`config.mk`:
```
export PLATFORM = sky130hd
export DESIGN_NAME = nmea_rmc_time_position_parser
export DESIGN_NICKNAME = d
export VERILOG_FILES = /design/src/nrmc_pkg.sv /design/src/nrmc_ctrl.sv /design/src/nrmc_dp.sv /design/src/nmea_rmc_time_position_parser.sv
export VERILOG_INCLUDE_DIRS = /design/src /design/src/src
export SDC_FILE = /design/constraint.sdc
export NUM_CORES = 2
export LEC_CHECK = 0
export BUFFER_PORTS_ARGS = -buffer_cell sky130_fd_sc_hd__buf_2
export CAP_MARGIN = 20
export CORE_MARGIN = 1.5
export CORE_UTILIZATION = 51
export CTS_CLUSTER_DIAMETER = 200
export CTS_CLUSTER_SIZE = 25
export DETAILED_ROUTE_END_ITERATION = 12
export PLACE_DENSITY = 0.68
export SLEW_MARGIN = 5
export SYNTH_ARGS = -nofsm -noshare
export SYNTH_HDL_FRONTEND = slang
export SYNTH_SLANG_ARGS = --single-unit
```
`constraint.sdc`:
```
create_clock -name clk -period 20.1 [get_ports clk]
set_input_delay 2.01 -clock clk [delete_from_list [all_inputs] [get_ports clk]]
set_output_delay 2.01 -clock clk [all_outputs]
set_load 0.05 [all_outputs]
```
`src/assert_macros.svh`:
```
// Assertion macros for the RTL, included by the controller (nrmc_ctrl).
`ifndef ASSERT_MACROS_SVH
`define ASSERT_MACROS_SVH
// Implication checked on every rising clock edge outside reset.
`define ASSERT_CLK(label, prop, msg) \
	label: assert property (@(posedge clk) disable iff (!arst_n) prop) else $error(msg);
// Same check, written for a plain always-true condition.
`define ASSERT_ALWAYS(label, cond, msg) \
	`ASSERT_CLK(label, 1'b1 |-> (cond), msg)
`endif

```
`src/nrmc_pkg.sv`:
```
// Package: characters, field codes, tables and control types of the RMC parser.
package nrmc_pkg;
	localparam logic [7:0] CH_DOLLAR = 8'h24;
	localparam logic [7:0] CH_COMMA  = 8'h2C;
	localparam logic [7:0] CH_STAR   = 8'h2A;
	localparam logic [7:0] CH_CR     = 8'h0D;
	localparam logic [7:0] CH_LF     = 8'h0A;
	localparam logic [7:0] CH_DOT    = 8'h2E;
	localparam logic [7:0] CH_0      = 8'h30;
	localparam logic [7:0] CH_9      = 8'h39;
	localparam logic [7:0] CH_R      = 8'h52;
	localparam logic [7:0] CH_M      = 8'h4D;
	localparam logic [7:0] CH_C      = 8'h43;
	localparam logic [7:0] CH_N      = 8'h4E;
	localparam logic [7:0] CH_E      = 8'h45;

	localparam logic [3:0] FLD_HDR  = 4'd0;
	localparam logic [3:0] FLD_TIME = 4'd1;
	localparam logic [3:0] FLD_LAT  = 4'd3;
	localparam logic [3:0] FLD_NS   = 4'd4;
	localparam logic [3:0] FLD_LON  = 4'd5;
	localparam logic [3:0] FLD_EW   = 4'd6;
	localparam logic [3:0] FLD_DATE = 4'd9;

	localparam logic [29:0] LAT_MAX_UNITS = 30'd540000000;
	localparam logic [30:0] LON_MAX_UNITS = 31'd1080000000;

	typedef struct packed {
		logic capture;
		logic units;
		logic step;
		logic e1;
		logic e2;
		logic e3;
		logic load;
	} cmd_t;

	typedef struct packed {
		logic emit;
	} sts_t;

	function automatic logic [13:0] frac_weight(input logic [3:0] idx);
		case (idx)
			4'd0: frac_weight = 14'd10000;
			4'd1: frac_weight = 14'd1000;
			4'd2: frac_weight = 14'd100;
			4'd3: frac_weight = 14'd10;
			4'd4: frac_weight = 14'd1;
			default: frac_weight = 14'd0;
		endcase
	endfunction

	// (153*mp+2)/5 with mp the March-based month
	function automatic logic [8:0] doy_base(input logic [3:0] m);
		case (m)
			4'd1: doy_base = 9'd306;
			4'd2: doy_base = 9'd337;
			4'd3: doy_base = 9'd0;
			4'd4: doy_base = 9'd31;
			4'd5: doy_base = 9'd61;
			4'd6: doy_base = 9'd92;
			4'd7: doy_base = 9'd122;
			4'd8: doy_base = 9'd153;
			4'd9: doy_base = 9'd184;
			4'd10: doy_base = 9'd214;
			4'd11: doy_base = 9'd245;
			4'd12: doy_base = 9'd275;
			default: doy_base = 9'd0;
		endcase
	endfunction
endpackage

```
`src/nrmc_ctrl.sv`:
```
// Controller: sequences capture, coordinate scaling, character step, date arithmetic and output load.
`include "assert_macros.svh"
module nrmc_ctrl
	import nrmc_pkg::*;
(
	input  logic clk,
	input  logic arst_n,
	input  logic in_valid,
	output logic in_ready,
	output logic out_valid,
	input  logic out_ready,
	input  sts_t sts,
	output cmd_t cmd
);
	typedef enum logic [2:0] {
		S_IDLE, S_UNITS, S_STEP, S_E1, S_E2, S_E3, S_FIN
	} state_t;

	state_t state_q;
	logic   out_valid_q;

	assign in_ready  = (state_q == S_IDLE);
	assign out_valid = out_valid_q;

	always_comb begin
		cmd         = '0;
		cmd.capture = in_valid && (state_q == S_IDLE);
		cmd.units   = (state_q == S_UNITS);
		cmd.step    = (state_q == S_STEP);
		cmd.e1      = (state_q == S_E1);
		cmd.e2      = (state_q == S_E2);
		cmd.e3      = (state_q == S_E3);
		cmd.load    = (state_q == S_FIN) && (!out_valid_q || out_ready);
	end

	always_ff @(posedge clk or negedge arst_n) begin
		if (!arst_n) begin
			state_q     <= S_IDLE;
			out_valid_q <= 1'b0;
		end else begin
			if (cmd.load) out_valid_q <= 1'b1;
			else if (out_ready) out_valid_q <= 1'b0;
			unique case (state_q)
				S_IDLE:  if (in_valid) state_q <= S_UNITS;
				S_UNITS: state_q <= S_STEP;
				S_STEP:  state_q <= sts.emit ? S_E1 : S_FIN;
				S_E1:    state_q <= S_E2;
				S_E2:    state_q <= S_E3;
				S_E3:    state_q <= S_FIN;
				S_FIN:   if (!out_valid_q || out_ready) state_q <= S_IDLE;
				default: state_q <= S_IDLE;
			endcase
		end
	end

	`ASSERT_CLK(a_accept_busy, in_valid && in_ready |=> !in_ready, "input taken while busy")
	`ASSERT_CLK(a_date_seq, cmd.e1 |=> cmd.e2 ##1 cmd.e3, "date arithmetic out of order")
	`ASSERT_CLK(a_load_free, cmd.load |-> (!out_valid || out_ready), "result overwritten")
endmodule

```
`src/nrmc_dp.sv`:
```
// Datapath: field accumulators, range checks, date arithmetic and result registers.
module nrmc_dp
	import nrmc_pkg::*;
(
	input  logic               clk,
	input  logic               arst_n,
	input  cmd_t               cmd,
	output sts_t               sts,
	input  logic [7:0]         rx_char,
	input  logic               pps,
	output logic               valid_res,
	output logic [4:0]         hour,
	output logic [5:0]         minute,
	output logic [5:0]         second,
	output logic [4:0]         day,
	output logic [3:0]         month,
	output logic [11:0]        year,
	output logic [16:0]        sec_of_day,
	output logic signed [30:0] latitude,
	output logic signed [31:0] longitude,
	output logic [31:0]        utc_seconds
);
	logic [7:0]  c_q;
	logic        pps_q;
	logic        in_sent_q, hg_q, de_q, emit_q;
	logic [3:0]  fi_q, pos_q;
	logic [4:0]  hour_q, day_q;
	logic [5:0]  min_q, sec_q, lat_min_q, lon_min_q;
	logic [3:0]  month_q;
	logic [6:0]  year_q, lat_deg_q;
	logic [7:0]  lon_deg_q;
	logic [16:0] lat_frac_q, lon_frac_q;
	logic        south_q, west_q;
	logic [29:0] lat_units_q;
	logic [30:0] lon_units_q;
	logic [16:0] sod_s1;
	logic [9:0]  yoe_s1;
	logic [8:0]  doy_s1;
	logic [17:0] days_s2;
	logic [31:0] utc_s3;

	logic        in_sent_n, hg_n, de_n, emit_n;
	logic [3:0]  fi_n, pos_n;
	logic [4:0]  hour_n, day_n;
	logic [5:0]  min_n, sec_n, lat_min_n, lon_min_n;
	logic [3:0]  month_n;
	logic [6:0]  year_n, lat_deg_n;
	logic [7:0]  lon_deg_n;
	logic [16:0] lat_frac_n, lon_frac_n;
	logic        south_n, west_n;

	logic        valid_q, south_o_q, west_o_q;
	logic [4:0]  hour_o_q, day_o_q;
	logic [5:0]  min_o_q, sec_o_q;
	logic [3:0]  month_o_q;
	logic [11:0] year_o_q;
	logic [16:0] sod_o_q;
	logic [30:0] lat_o_q;
	logic [31:0] lon_o_q, utc_o_q;

	function automatic logic [9:0] mul10add(input logic [7:0] t, input logic [3:0] dg);
		mul10add = 10'(t) * 10'd10 + 10'(dg);
	endfunction

	assign sts.emit = emit_n;

	always_comb begin
		logic       isd, want, term;
		logic [3:0] d;
		logic [9:0] v;
		in_sent_n = in_sent_q; hg_n = hg_q; de_n = de_q; emit_n = 1'b0;
		fi_n = fi_q; pos_n = pos_q;
		hour_n = hour_q; min_n = min_q; sec_n = sec_q;
		day_n = day_q; month_n = month_q; year_n = year_q;
		lat_deg_n = lat_deg_q; lat_min_n = lat_min_q; lat_frac_n = lat_frac_q;
		lon_deg_n = lon_deg_q; lon_min_n = lon_min_q; lon_frac_n = lon_frac_q;
		south_n = south_q; west_n = west_q;
		isd  = (c_q >= CH_0) && (c_q <= CH_9);
		d    = isd ? 4'(c_q - CH_0) : 4'd0;
		want = 1'b0;
		v    = '0;
		term = (c_q == CH_COMMA) || (c_q == CH_STAR) || (c_q == CH_CR) || (c_q == CH_LF);
		if (c_q == CH_DOLLAR) begin
			in_sent_n = pps_q; hg_n = pps_q; de_n = 1'b0;
			fi_n = '0; pos_n = '0;
			hour_n = '0; min_n = '0; sec_n = '0;
			day_n = '0; month_n = '0; year_n = '0;
			lat_deg_n = '0; lat_min_n = '0; lat_frac_n = '0;
			lon_deg_n = '0; lon_min_n = '0; lon_frac_n = '0;
			south_n = pps_q; west_n = pps_q;
		end else if (in_sent_q) begin
			if (term) begin
				case (fi_q)
					FLD_HDR:  if (pos_q != 4'd5) hg_n = 1'b0;
					FLD_TIME: if (pos_q < 4'd6) de_n = 1'b1;
					FLD_LAT:  if (pos_q < 4'd4 || lat_units_q > LAT_MAX_UNITS) de_n = 1'b1;
					FLD_LON:  if (pos_q < 4'd5 || lon_units_q > LON_MAX_UNITS) de_n = 1'b1;
					FLD_DATE: if (pos_q != 4'd6) de_n = 1'b1;
					default: ;
				endcase
				if (c_q == CH_COMMA) begin
					if (fi_q != 4'd15) fi_n = fi_q + 4'd1;
					pos_n = '0;
				end else begin
					emit_n    = hg_n && !de_n && (fi_q >= FLD_DATE);
					in_sent_n = 1'b0;
				end
			end else begin
				case (fi_q)
					FLD_HDR: if ((pos_q == 4'd2 && c_q != CH_R) ||
							(pos_q == 4'd3 && c_q != CH_M) ||
							(pos_q == 4'd4 && c_q != CH_C)) hg_n = 1'b0;
					FLD_TIME: if (pos_q == 4'd6) begin
						if (c_q != CH_DOT) de_n = 1'b1;
					end else begin
						want = 1'b1;
						case (pos_q)
							4'd0: hour_n = 5'(d);
							4'd1: begin
								v = mul10add(8'(hour_q), d);
								if (v > 10'd23) de_n = 1'b1;
								hour_n = v[4:0];
							end
							4'd2: min_n = 6'(d);
							4'd3: begin
								v = mul10add(8'(min_q), d);
								if (v > 10'd59) de_n = 1'b1;
								min_n = v[5:0];
							end
							4'd4: sec_n = 6'(d);
							4'd5: begin
								v = mul10add(8'(sec_q), d);
								if (v > 10'd60) de_n = 1'b1;
								sec_n = v[5:0];
							end
							default: ;
						endcase
					end
					FLD_LAT: if (pos_q == 4'd4) begin
						if (c_q != CH_DOT) de_n = 1'b1;
					end else begin
						want = 1'b1;
						case (pos_q)
							4'd0: lat_deg_n = 7'(d);
							4'd1: begin
								v = mul10add(8'(lat_deg_q), d);
								if (v > 10'd90) de_n = 1'b1;
								lat_deg_n = v[6:0];
							end
							4'd2: lat_min_n = 6'(d);
							4'd3: begin
								v = mul10add(8'(lat_min_q), d);
								if (v > 10'd59) de_n = 1'b1;
								lat_min_n = v[5:0];
							end
							4'd5, 4'd6, 4'd7, 4'd8, 4'd9:
								lat_frac_n = lat_frac_q +
									17'(18'(d) * 18'(frac_weight(4'(pos_q - 4'd5))));
							default: ;
						endcase
					end
					FLD_NS: if (pos_q == 4'd0) south_n = (c_q != CH_N);
					FLD_LON: if (pos_q == 4'd5) begin
						if (c_q != CH_DOT) de_n = 1'b1;
					end else begin
						want = 1'b1;
						case (pos_q)
							4'd0: lon_deg_n = 8'(d);
							4'd1: begin
								v = mul10add(lon_deg_q, d);
								lon_deg_n = v[7:0];
							end
							4'd2: begin
								v = mul10add(lon_deg_q, d);
								if (v > 10'd180) de_n = 1'b1;
								lon_deg_n = v[7:0];
							end
							4'd3: lon_min_n = 6'(d);
							4'd4: begin
								v = mul10add(8'(lon_min_q), d);
								if (v > 10'd59) de_n = 1'b1;
								lon_min_n = v[5:0];
							end
							4'd6, 4'd7, 4'd8, 4'd9, 4'd10:
								lon_frac_n = lon_frac_q +
									17'(18'(d) * 18'(frac_weight(4'(pos_q - 4'd6))));
							default: ;
						endcase
					end
					FLD_EW: if (pos_q == 4'd0) west_n = (c_q != CH_E);
					FLD_DATE: begin
						want = 1'b1;
						case (pos_q)
							4'd0: day_n = 5'(d);
							4'd1: begin
								v = mul10add(8'(day_q), d);
								if (v < 10'd1 || v > 10'd31) de_n = 1'b1;
								day_n = v[4:0];
							end
							4'd2: month_n = d;
							4'd3: begin
								v = mul10add(8'(month_q), d);
								if (v < 10'd1 || v > 10'd12) de_n = 1'b1;
								month_n = v[3:0];
							end
							4'd4: year_n = 7'(d);
							4'd5: begin
								v = mul10add(8'(year_q), d);
								if (v > 10'd99) de_n = 1'b1;
								year_n = v[6:0];
							end
							default: ;
						endcase
					end
					default: ;
				endcase
				if (want && !isd) de_n = 1'b1;
				if (pos_q != 4'd15) pos_n = pos_q + 4'd1;
			end
		end
	end

	always_ff @(posedge clk or negedge arst_n) begin
		if (!arst_n) begin
			in_sent_q <= 1'b0; hg_q <= 1'b0; de_q <= 1'b0; emit_q <= 1'b0;
			fi_q <= '0; pos_q <= '0;
			hour_q <= '0; min_q <= '0; sec_q <= '0;
			day_q <= '0; month_q <= '0; year_q <= '0;
			lat_deg_q <= '0; lat_min_q <= '0; lat_frac_q <= '0; south_q <= 1'b0;
			lon_deg_q <= '0; lon_min_q <= '0; lon_frac_q <= '0; west_q <= 1'b0;
			valid_q <= 1'b0;
		end else begin
			if (cmd.step) begin
				in_sent_q <= in_sent_n; hg_q <= hg_n; de_q <= de_n; emit_q <= emit_n;
				fi_q <= fi_n; pos_q <= pos_n;
				hour_q <= hour_n; min_q <= min_n; sec_q <= sec_n;
				day_q <= day_n; month_q <= month_n; year_q <= year_n;
				lat_deg_q <= lat_deg_n; lat_min_q <= lat_min_n; lat_frac_q <= lat_frac_n;
				south_q <= south_n;
				lon_deg_q <= lon_deg_n; lon_min_q <= lon_min_n; lon_frac_q <= lon_frac_n;
				west_q <= west_n;
			end
			if (cmd.load) valid_q <= emit_q;
		end
	end

	// yoe_s1 counts years from 1600; over 1999..2099 the century and
	// 400-year leap corrections together always remove 3 days
	always_ff @(posedge clk) begin
		if (cmd.capture) begin
			c_q   <= rx_char;
			pps_q <= pps;
		end
		if (cmd.units) begin
			lat_units_q <= 30'(13'(lat_deg_q) * 13'd60 + 13'(lat_min_q)) * 30'd100000
				+ 30'(lat_frac_q);
			lon_units_q <= 31'(14'(lon_deg_q) * 14'd60 + 14'(lon_min_q)) * 31'd100000
				+ 31'(lon_frac_q);
		end
		if (cmd.e1) begin
			sod_s1 <= 17'(hour_q) * 17'd3600 + 17'(min_q) * 17'd60 + 17'(sec_q);
			yoe_s1 <= 10'd400 + 10'(year_q) - ((month_q <= 4'd2) ? 10'd1 : 10'd0);
			doy_s1 <= doy_base(month_q) + 9'(day_q) - 9'd1;
		end
		if (cmd.e2) begin
			days_s2 <= 18'(yoe_s1) * 18'd365 + 18'(yoe_s1[9:2]) - 18'd3
				+ 18'(doy_s1) - 18'd135080;
		end
		if (cmd.e3) utc_s3 <= 32'(days_s2) * 32'd86400 + 32'(sod_s1);
		if (cmd.load) begin
			hour_o_q  <= emit_q ? hour_q : '0;
			min_o_q   <= emit_q ? min_q : '0;
			sec_o_q   <= emit_q ? sec_q : '0;
			day_o_q   <= emit_q ? day_q : '0;
			month_o_q <= emit_q ? month_q : '0;
			year_o_q  <= emit_q ? 12'd2000 + 12'(year_q) : '0;
			sod_o_q   <= emit_q ? sod_s1 : '0;
			south_o_q <= south_q;
			west_o_q  <= west_q;
			lat_o_q   <= emit_q ? 31'(lat_units_q) : '0;
			lon_o_q   <= emit_q ? 32'(lon_units_q) : '0;
			utc_o_q   <= emit_q ? utc_s3 : '0;
		end
	end

	assign valid_res   = valid_q;
	assign hour        = hour_o_q;
	assign minute      = min_o_q;
	assign second      = sec_o_q;
	assign day         = day_o_q;
	assign month       = month_o_q;
	assign year        = year_o_q;
	assign sec_of_day  = sod_o_q;
	assign latitude    = $signed(south_o_q ? 31'd0 - lat_o_q : lat_o_q);
	assign longitude   = $signed(west_o_q ? 32'd0 - lon_o_q : lon_o_q);
	assign utc_seconds = utc_o_q;
endmodule

```
`src/nmea_rmc_time_position_parser.sv`:
```
// Top level of the NMEA RMC time and position parser.
// Input channel: one received character (rx_char) and the PPS level per item,
// on in_valid/in_ready. Output channel: one result item per input item on
// out_valid/out_ready; valid_res is 1 only for the terminator of a good RMC
// sentence, and every other field is then zero when valid_res is 0.
// Sequence: after its character is accepted, a result goes through coordinate
// scaling, character step and output load; a terminator that closes a good
// sentence also passes the date and epoch arithmetic steps (E1, E2, E3) before
// the load. The controller takes no new item until the result of the last one
// is loaded, as set by its per-character sequence.
// Reset: asynchronous, active low; clears the sentence state and output valid.
// Stall: a finished result holds in the output register until taken; the
// controller waits in its final step and takes no new item meanwhile.
module nmea_rmc_time_position_parser
	import nrmc_pkg::*;
(
	input  logic               clk,
	input  logic               arst_n,
	input  logic               in_valid,
	output logic               in_ready,
	input  logic [7:0]         rx_char,
	input  logic               pps,
	output logic               out_valid,
	input  logic               out_ready,
	output logic               valid_res,
	output logic [4:0]         hour,
	output logic [5:0]         minute,
	output logic [5:0]         second,
	output logic [4:0]         day,
	output logic [3:0]         month,
	output logic [11:0]        year,
	output logic [16:0]        sec_of_day,
	output logic signed [30:0] latitude,
	output logic signed [31:0] longitude,
	output logic [31:0]        utc_seconds
);
	cmd_t cmd;
	sts_t sts;

	nrmc_ctrl u_ctrl (
		.clk(clk), .arst_n(arst_n),
		.in_valid(in_valid), .in_ready(in_ready),
		.out_valid(out_valid), .out_ready(out_ready),
		.sts(sts), .cmd(cmd)
	);

	nrmc_dp u_dp (
		.clk(clk), .arst_n(arst_n), .cmd(cmd), .sts(sts),
		.rx_char(rx_char), .pps(pps),
		.valid_res(valid_res), .hour(hour), .minute(minute), .second(second),
		.day(day), .month(month), .year(year), .sec_of_day(sec_of_day),
		.latitude(latitude), .longitude(longitude), .utc_seconds(utc_seconds)
	);
endmodule

```
* After elaboration in Yosys (flattened, before gate mapping)
Memories as Yosys holds them, arrays and structs flattened. Index checks and enable logic that the tools add are counted.
Storage, ports and cells: register bits after elaboration 421, latch bits 0, memory bits (writable) 0, memory bits (read-only) 144, input port bits 13, output and inout port bits 153, memories kept 1
Operators by class: add/subtract/negate cells 35, $mul 20, divide/modulo/power cells 0, order comparisons 21, equal/unequal tests 66, shift operators 0, mux-type cells 170, bitwise gates (word level) 0, reductions and logical operators 72
Memories:
- (name not given) | words 16, width 9, read ports 1, clocked after memory_dff 0, write ports 0, RTL line nrmc_pkg.sv:55 | case (m)
Operators by type and width (number):
- 2-to-1 mux 17 bit | 12
- 2-to-1 mux 14 bit | 12
- case mux 14 bit (5 select lines) | 2
- 2-to-1 mux 6 bit | 20
- adder 10 x 4 -> 10 bit | 7
- 2-to-1 mux 7 bit | 9
- 2-to-1 mux 1 bit | 62
- 2-to-1 mux 4 bit | 15
- AND reduction 6 bit | 9
- case mux 6 bit (2 select lines) | 4
- 2-to-1 mux 5 bit | 9
- > comparator 10 x 6 -> 1 bit (second input constant) | 4
- 2-to-1 mux 8 bit | 5
- != test 8 x 7 -> 1 bit (second input constant) | 5
- == test 4 x 3 -> 1 bit (second input constant) | 9
- multiplier 6 x 3 -> 9 bit (second input constant) | 4
- adder 17 bit | 2
- multiplier 4 x 14 -> 17 bit | 2
- adder 32 x 17 -> 32 bit | 1
- 2-to-1 mux 32 bit | 1
- subtractor 1 x 32 -> 32 bit (first input constant) | 1
- adder 31 x 17 -> 31 bit | 1
- > comparator 31 bit (second input constant) | 1
- multiplier 31 x 12 -> 26 bit (second input constant) | 1
- 88 further kinds | 186

* Longest topological paths before layout
depth in word-level cells 17, depth in mapped cells 36, mapped depth without buffers 35

* Hierarchy
From an unflattened synthesis, not the netlist that was laid out.
Second synthesis, totals: cell total of the unflattened synthesis 4195, area total of the unflattened synthesis 41750.0 µm²
Modules (own cells, without submodules):
- nrmc_dp | times used 1, cells an instance 4166, area an instance 41503.6 µm², seq. area each 11856.4 µm²
- nrmc_ctrl | times used 1, cells an instance 29, area an instance 246.5 µm², seq. area each 100.1 µm²

* Worst setup path before layout
Ideal clock, no wire load.
kind reg2reg, start register u_dp.lon_deg_q[1], end register u_dp.lon_units_q[30], data pin, arrival time 7918 ps, required time 19840 ps, slack 11922 ps, cell stages (with the launch flop) 32, buffers on the path 0, period minus slack after synthesis 8178 ps, cell sequence dfrtp_1 -> inv_1 -> fa_1 -> fa_1 -> inv_1 -> ha_1 -> a21o_1 -> a21oi_1 -> o21ai_0 -> a21oi_1 -> o21bai_1 -> a21oi_1 -> o21bai_1 -> a21oi_1 -> xor2_1 -> xor2_1 -> ha_1 -> ha_1 -> fa_1 -> inv_1 -> fa_1 -> fa_1 -> inv_1 -> ha_1 -> nand2_1 -> nor4_1 -> o21ai_0 -> a21boi_0 -> o31ai_1 -> nor4_1 -> nand4_1 -> xnor2_1
On the way: word-level cells in the longest chain between the ends 4
RTL lines:
- from (decl) | RTL line nrmc_dp.sv:31 | logic [7:0] lon_deg_q;
- from (signal assigned) | RTL line nrmc_dp.sv:240 | lon_deg_q <= lon_deg_n; lon_min_q <= lon_min_n; lon_frac_q <= lon_frac_n;
- multiplier 8 x 4 -> 12 bit | RTL line nrmc_dp.sv:257 | lon_units_q <= 31'(14'(lon_deg_q) * 14'd60 + 14'(lon_min_q)) * 31'd100000
- adder 14 x 6 -> 15 bit | RTL line nrmc_dp.sv:257
- multiplier 31 x 12 -> 26 bit | RTL line nrmc_dp.sv:257
- adder 31 x 17 -> 31 bit | RTL line nrmc_dp.sv:258 | + 31'(lon_frac_q);
- to (signal assigned) | RTL line nrmc_dp.sv:257
- to (decl) | RTL line nrmc_dp.sv:35 | logic [30:0] lon_units_q;
No other way between the ends. A chain may end at the register's enable or synchronous reset.

* Worst setup path in the final report
Same ends and word-level chain as after synthesis.

==> results.yml <==
routing:
  vias_per_cell: 5.46
  drc: 0
  antenna_left: 0
  drt-initial-drc-count: 1870
  num_vias: 29800
  firstDrtPassIters: 5
  wl_um: 91000
  post_drt_wl_per_cell_um: 16.7
critical_path:
  worstPathRequired_ns: 20.43
  ff2ff_path_depth: 31
  slowest_stage: "nor4_1"
  worst-path-buf-inv: 4
  cp_top_family: "adder cells"
  path_common_cell: "fa_1"
  crit_cells: 31
  crit_path_start_kind: "register"
  cp-end-kind: "register"
  path_max_fanout: 6
  cpPeakStageDelay_ns: 0.62
  crit_type: "reg -> reg"
  worst_ep_arrival_time_ns: 9.25
synthesis:
  syn_inst: 4246
  synth_compound_area_frac: 0.113
  synth_top_family_by_area: "adder cells"
  ys_ff_latch: 417
  synthFlopType: "edfxtp_1"
  muxShareOfSynthArea: 0.00511
  yosys.area.top_type: "edfxtp_1"
  syn_area_per_cell_um2: 9.87
  yosys.area_share.adder: 0.329
  synth_xor_area_frac: 0.0719
  synth.cell_area_um2: 41900
  synthArstFlopShare: 0.271
  ys_types: 85
  synth_area_leaders: "edfxtp_1, ha_1, fa_1"
  yosys_warnings: 0
  yosysTopAreaCellShare: 0.218
  syn-num-nets: 5189
  yosysSeqAreaShare: 0.285
  yosys.area_share.simple: 0.122
  synth_edf_count: 304
timing:
  hold_viol: 0
  post-route-period-util: 0.444
  slew_headroom: 0.328
  tns_ns: 0
  setup_violations: 0
  rsz0062_at_grt: "no"
  fin_worst_skew_ns: 0.0202
  period_minus_slack_ns: 8.92
  finalMaxSlewViolations: 0
  worst_slew_pin_slew_ns: 1.01
  max_freq_ghz: 0.112
min_path:
  hold_path.class: "reg -> reg"
  whs_path_depth: 0
floorplan:
  core_um2: 80900
  die_area_um2: 83900
  ios: 166
  dieWidth_um: 290
  floorplan.rows: 104
  start_util: 0.518
  die_y_um: 290
cells_and_area:
  layout.nets: 5313
  instances_no_fill: 5447
  final_area_um2: 44500
  area_growth_pct: 6.17
  mostFrequentLayoutCell: "inv_1"
  layout_common_cells: "inv_1, ha_1, edfxtp_1, fa_1, xnor2_1"
  nFillCells: 7241
  drive_gt1_frac: 0.0568
clocking:
  cts_max_level: 1
  cts_tree: "built"
  cts_sinks: 417
  root_buffer: "clkbuf_16"
  cts_buffers: 20
  insertion_delay_ns: 0.58
  post-cts-setup-buffers: 0
  clkTransAtPathRegs_ns: 0.11
  cts-resized-gates: 0
  hold_buffers: 0
  clockBufferDepth: 3
grt:
  grt_first_pass_wirelength_um: 150000
  globalRouteOverflowTotal: 0
  first_global_vias: 29500
  antenna_found_initial: 5
  grt_max_degree: 104
  grt_use_total: 0.220
run_status:
  status: "complete, no violations"
placed_design:
  port_buffers: 165
  dp_hpwl_um: 74100
  place_congestion: 0.918
  place_area_um2: 43900
  place_inst: 5407
job:
  drv_cap: 0
metrics by stage:
step           hold slack [ns]  worst slack, ns  utilization
2_1_floorplan            0.418            11.92            -
3_3_place_gp             0.424            11.34        0.542
3_5_place_dp             0.429            11.22        0.542
4_1_cts                  0.453            11.18        0.550
5_1_grt                  0.468            10.46        0.550
6_report                 0.451            11.18        0.550
layer usage:
metal | vias to the layer above | GRT usage | part of all wire | routed length [um]
met1 | 14400 | 0.291 | 0.44 | 40500
met2 | 507 | 0.393 | 0.50 | 45100
li1 | 14700 | - | - | -
met4 | 0 | 0.0501 | 0.025 | 2230
met5 | - | 0 | 0 | 0
met3 | 125 | 0.0192 | 0.035 | 3150
sequential cells by signal, indices dropped and copies added, names as in the netlist, 9 cells and up:
name and flops:
u_dp.lat_frac_q 17, u_dp.utc_seconds 32, u_dp.lat_o_q 30, u_dp.sec_of_day 17, u_dp.lon_o_q 31, u_dp.days_s2 18
u_dp.yoe_s1 10, u_dp.lon_frac_q 17, u_dp.year 10, u_dp.lat_units_q 30, u_dp.utc_s3 32, u_dp.sod_s1 17
u_dp.lon_units_q 31, u_dp.doy_s1 9
path summary, 6_finish.rpt:
check / endpoint / slack (ns) / startpoint
setup reg to reg: u_dp.lon_units_q[30] / 11.18 / u_dp.lon_deg_q[1]
hold / removal: u_dp.utc_s3[5] / 0.45 / u_dp.sod_s1[5]
max in group asynchronous: u_dp.emit_q / 17.08 / arst_n
hold reg to reg: u_dp.utc_s3[5] / 0.45 / u_dp.sod_s1[5]
min in group asynchronous: u_dp.lat_frac_q[16] / 1.44 / arst_n
setup / recovery: u_dp.lon_units_q[30] / 11.18 / u_dp.lon_deg_q[1]
cells in the mapped netlist, types with 36 or more instances:
master,instances
inv_1,723
ha_1,641
edfxtp_1,304
fa_1,289
xnor2_1,237
nand2_1,231
a21oi_1,194
o21ai_0,187
nor2_1,181
and2_1,174
dfrtp_1,113
xor2_1,102
nand3_1,80
a21o_1,79
clkbuf_1,70
nor3_1,55
nor2b_1,48
nand2b_1,36
worst register-to-register path: cells and delay by family (launching register included):
family / cells / cell delay, ns
flip-flops: 1 / 0.43
buffers and inverters: 4 / 0.34
AND/OR/NAND/NOR: 5 / 1.55
adder cells (fa/ha/maj): 9 / 3.81
AO/OA/AOI/OAI: 10 / 1.69
XOR/XNOR: 3 / 0.88
layout make-up:
cell class / instances / area (um2) / share of cell area
Antenna cell: 3 / 7.51 / 0.000169
Clock inverter: 1 / 8.76 / 0.000197
Timing Repair Buffer: 182 / 953 / 0.0214
Multi-Input combinational cell: 3026 / 26900 / 0.606
Sequential cell: 417 / 12000 / 0.269
Tap cell: 1060 / 1330 / 0.0298
Inverter: 723 / 2710 / 0.0610
Clock buffer: 35 / 578 / 0.0130
logic make-up (layout without fill, tap and decap cells):
family | count (synthesis) | count (layout)
simple gates | 987 | 987
fa+ha+maj | 930 | 930
buf+inv | 803 | 941
compound gates | 748 | 748
flops | 417 | 417
xor+xnor | 341 | 341
mux | 20 | 20
other cells | 0 | 3
Power is not shown: default switching activity piles up to over one toggle a cycle in this logic, so the estimate is an artifact.
